$ cat src/sv/vtpd_pkg.sv
// Package for the vertex transform and perspective divide block.
// Holds widths, reset values of the matrix rows and the shared item types.
// No dependencies.
`default_nettype none

package vtpd_pkg;

  localparam int DIM        = 4;
  localparam int COORD_W    = 32;
  localparam int COEF_W     = 16;
  localparam int ROW_W      = DIM * COEF_W;
  localparam int PROD_W     = COORD_W + COEF_W;
  localparam int ACC_W      = PROD_W + 2;
  localparam int FRAC_SHIFT = 8;
  localparam int DIV_STEPS  = COORD_W + 16;
  localparam int CFG_IDX_W  = 8;
  localparam int QUEUE_DEPTH = 4;

  // Register indexes of the configuration port
  localparam logic [CFG_IDX_W-1:0] REG_ROW_ZERO  = 8'd0;
  localparam logic [CFG_IDX_W-1:0] REG_ROW_ONE   = 8'd1;
  localparam logic [CFG_IDX_W-1:0] REG_ROW_TWO   = 8'd2;
  localparam logic [CFG_IDX_W-1:0] REG_ROW_THREE = 8'd3;

  // Identity matrix at reset
  localparam logic [ROW_W-1:0] ROW_ZERO_RST  = 64'h0000_0000_0000_0100;
  localparam logic [ROW_W-1:0] ROW_ONE_RST   = 64'h0000_0000_0100_0000;
  localparam logic [ROW_W-1:0] ROW_TWO_RST   = 64'h0000_0100_0000_0000;
  localparam logic [ROW_W-1:0] ROW_THREE_RST = 64'h0100_0000_0000_0000;

  localparam logic [COORD_W-1:0] I32_MAX = 32'h7FFF_FFFF;
  localparam logic [COORD_W-1:0] I32_MIN = 32'h8000_0000;

  // Transformed vertex as queued between front and back
  typedef struct packed {
    logic [COORD_W-1:0] tx;
    logic [COORD_W-1:0] ty;
    logic [COORD_W-1:0] tz;
    logic [COORD_W-1:0] tw;
    logic               dz;
    logic               ovf;
  } vtx_item_t;

  // One step of the three-lane restoring divider
  typedef struct packed {
    logic [COORD_W-1:0]             d;
    logic [2:0]                     neg;
    logic [2:0]                     n_neg;
    logic [2:0]                     n_zero;
    logic [2:0][COORD_W-1:0]        rem;
    logic [2:0][DIV_STEPS-1:0]      nq;
    logic                           dz;
    logic                           ovf;
    logic [COORD_W-1:0]             w;
  } div_stage_t;

endpackage

`default_nettype wire

$ cat src/sv/vtpd_queue.sv
// Short queue of transformed vertices between front and back.
// Registers only; depends on vtpd_pkg.
`default_nettype none

module vtpd_queue #(
  parameter int DEPTH = vtpd_pkg::QUEUE_DEPTH
) (
  input  wire logic                   clk,
  input  wire logic                   rst_n,
  input  wire logic                   push,
  input  wire vtpd_pkg::vtx_item_t    push_item,
  input  wire logic                   pop,
  output logic                        head_valid,
  output vtpd_pkg::vtx_item_t         head_item,
  output logic [$clog2(DEPTH+1)-1:0]  count
);
  import vtpd_pkg::*;

  localparam int PTR_W = (DEPTH > 1) ? $clog2(DEPTH) : 1;
  localparam int CNT_W = $clog2(DEPTH+1);

  vtx_item_t         mem_r [DEPTH];
  logic [PTR_W-1:0]  wr_r, rd_r;
  logic [CNT_W-1:0]  cnt_r;
  logic              do_pop;

  assign do_pop = pop && (cnt_r != '0);

  always_ff @(posedge clk) begin
    if (push) mem_r[wr_r] <= push_item;
  end

  // Pointers wrap at DEPTH
  always_ff @(posedge clk) begin
    if (!rst_n) begin
      wr_r  <= '0;
      rd_r  <= '0;
      cnt_r <= '0;
    end else begin
      if (push) wr_r <= (wr_r == PTR_W'(DEPTH-1)) ? '0 : wr_r + 1'b1;
      if (do_pop) rd_r <= (rd_r == PTR_W'(DEPTH-1)) ? '0 : rd_r + 1'b1;
      cnt_r <= cnt_r + CNT_W'(push) - CNT_W'(do_pop);
    end
  end

  assign head_valid = (cnt_r != '0);
  assign head_item  = mem_r[rd_r];
  assign count      = cnt_r;

endmodule

`default_nettype wire

$ cat config.mk
export PLATFORM = sky130hd
export DESIGN_NAME = vtpd_queue
export DESIGN_NICKNAME = d
export VERILOG_FILES = /design/src/sv/vtpd_pkg.sv /design/src/sv/vtpd_queue.sv
export SDC_FILE = /design/constraint.sdc
export NUM_CORES = 1
export LEC_CHECK = 0
export BUFFER_PORTS_ARGS = -buffer_cell sky130_fd_sc_hd__buf_4
export CORE_ASPECT_RATIO = 2
export CORE_MARGIN = 5
export CORE_UTILIZATION = 60
export DETAILED_ROUTE_END_ITERATION = 12
export PLACE_DENSITY = 0.91
export SLEW_MARGIN = 20
export SYNTH_ARGS = -nofsm -noshare
export SYNTH_HDL_FRONTEND = slang
export SYNTH_SLANG_ARGS = --single-unit
$ cat constraint.sdc
create_clock -name clk -period 10.4 [get_ports clk]
set_input_delay 2.6 -clock clk [delete_from_list [all_inputs] [get_ports clk]]
set_output_delay 2.6 -clock clk [all_outputs]
set_load 0.005 [all_outputs]
==> metrics.cfg <==
[worst_setup_path]
path_max_fanout=38
cp_data_required_time_ns=7.80
reg2regPathDepth=4
start_kind=flop
path_class=reg2out
crit_path_end_kind=output port
arrival_ns=3.51

[logic_synthesis]
yosys-top-cells-area=edfxtp_1 81%, mux4_2 15%, buf_12 1.1%
synth_largest_area_cell=edfxtp_1
syn_inst=723
ys_seq_area_frac=0.8175
synth_area_per_cell_um2=26.73
ys_warn_count=0
synth_nets=865
synth-seq-cells=529
synthDistinctLibCells=22
netlist_area_mm2=0.01932
synthDominantCellAreaShare=0.8081

[clocking]
cts_setup_buffers=0
cts_buffers=43
root_buffer=clkbuf_16
clk_pin_slew_ns=0.07
clk_path_buf_depth=3
cts.repair.resized=0
holdBufCountCts=0
clkLatencyLatePin_ns=0.54
cts_tree=yes
htree_levels=2
clock_sink_count=529

[route]
met2_length_um=21530
wl_per_cell_um=26.22
wl_met3_um=2223
routed.top_layer=met5
detail-route-antenna-nets=0
drc=0
vias_per_cell=5.836
vias=8631
wl_um=38780
drtIter0Drc=544
m1WireLength_um=12760
dr.pass1.iters=4

[die]
rows=93
core_area_mm2=0.03200
dieArea_mm2=0.03611
num_io_pins=268
die_w_um=136.9
start_util=0.6038
die_y_um=263.8

[sta]
max_slew.worst_pin.slew_ns=1.023
setup_ws_ns=4.285
finalHoldViolCount=0
rsz0062_at_grt=no
final_max_slew_viol_count=0
slew_headroom=0.3177
finalCritPeriodShare=0.5880
fmax_mhz=163.5
min_period_ns=6.115
tns_ns=0
setup_viol=0
skew_ns=0.01908

[grt]
grt_pass1_wl_um=57300
antenna_found_initial=8
grt_max_degree=75
grt_pass1_vias=9399
grt-ovfl-total=0
grt_usage=0.2173

[hold_path]
hp-class=reg2reg
holdPathStages=2

[place]
dp_hpwl_um=23100
port_buffers=267
gp_congestion=0.7846
dpl_worst_slack_ns=4.666

[layout]
nets=1156
drive_gt1_frac=0.4498
fin_util=0.7175
multiInputGateArea_mm2=0.003196
seq_area_mm2=0.01580
fillCellCount=1795
area_growth_pct=18.83

[run_status]
status=complete, no violations

[pwr]
p_per_area_mw_per_mm2=215.5
ir_worst_vdd_mv=0.1770
p_leak_nw=7.662

[job]
cap_violations=0

registers in the layout, indices dropped and copies added, names as in the netlist, named ones only:
register,flops
wr_r,2
count,3
mem_r,520
rd_r,2
critical path, stage by stage, from the launching register on:
cell,delay (ns)
dfxtp_4,0.74
buf_4,0.64
buf_4,0.71
mux4_2,0.63
buf_4,0.17
cells in the mapped netlist:
library cell	count
a21oi_1	1
buf_4	3
buf_1	3
nor2_1	3
edfxtp_1	520
and2_1	5
o31a_1	1
inv_1	6
nand2_1	3
dfxtp_1	9
mux2i_1	3
ha_1	7
fa_1	1
buf_2	10
clkbuf_1	1
nand2b_1	1
mux4_2	130
xnor3_1	1
buf_12	11
buf_6	1
or3_1	1
or3b_2	2
layout make-up:
type | instances | share of cell area
Sequential cell | 529 | 0.6882
Multi-Input combinational cell | 159 | 0.1392
Timing Repair Buffer | 275 | 0.09008
Tap cell | 427 | 0.02327
Antenna cell | 7 | 0.0007629
Inverter | 6 | 0.0009809
Clock inverter | 23 | 0.007139
Clock buffer | 53 | 0.05035
cells in the final DEF, fill, tap and decap left out, types with 2 or more instances in the layout:
master and count:
and2_4 4, buf_4 274, bufinv_16 2, clkbuf_1 8, clkbuf_16 45, clkinv_1 11
clkinv_2 6, clkinvlp_4 2, dfxtp_1 7, dfxtp_4 2, diode_2 7, edfxtp_1 520
ha_1 7, inv_1 6, mux2i_1 3, mux4_2 130, nand2_1 3, nor2_1 3
or3b_2 2
path summary, 6_finish.rpt:
check,end,from,slack [ns]
max,head_item[60],flop,4.29
min,flop,rd_r[1],0.52
max reg2reg,mem_r[2][41],wr_r[0],7.70
min reg2reg,flop,rd_r[1],0.52
routing by layer:
metal,track usage,vias up
met2,0.3769,335
li1,-,3708
met3,0.03944,101
met5,0,-
met4,0.1134,2
met1,0.2567,4485
power breakdown:
group	internal [W]	switching [W]
clock	0.000840	0.000686
sequential	0.00244	0.0000673
combinational	0.000532	0.000381
total	0.00381	0.00113
per-stage QoR:
| step | power [W] | hold slack [ns] | cells | instance area (um^2) |
|---|---|---|---|---|
| after floorplan | 0.003095 | 0.4608 | 723 | 19320 |
| after global placement | 0.003456 | 0.4924 | 1396 | 21620 |
| after detailed placement | 0.003485 | 0.5003 | 1396 | 21620 |
| after CTS | 0.005012 | 0.5206 | 1472 | 22940 |
| after global routing | 0.005162 | 0.5441 | 1478 | 22960 |
| final | 0.004948 | 0.5156 | 1479 | 22960 |
logic make-up after synthesis:
| logic type | after synthesis | share of synthesized area |
|---|---|---|
| DFF | 529 | 0.8175 |
| AOI/OAI and AO/OA | 2 | 0.0007121 |
| muxes | 133 | 0.1531 |
| adders and majority gates | 8 | 0.005569 |
| buffers and inverters | 35 | 0.01768 |
| and+or+nand+nor | 15 | 0.004339 |
| xor gates and xnor gates | 1 | 0.001165 |
No activity file was read; power rests on OpenSTA's default activity.
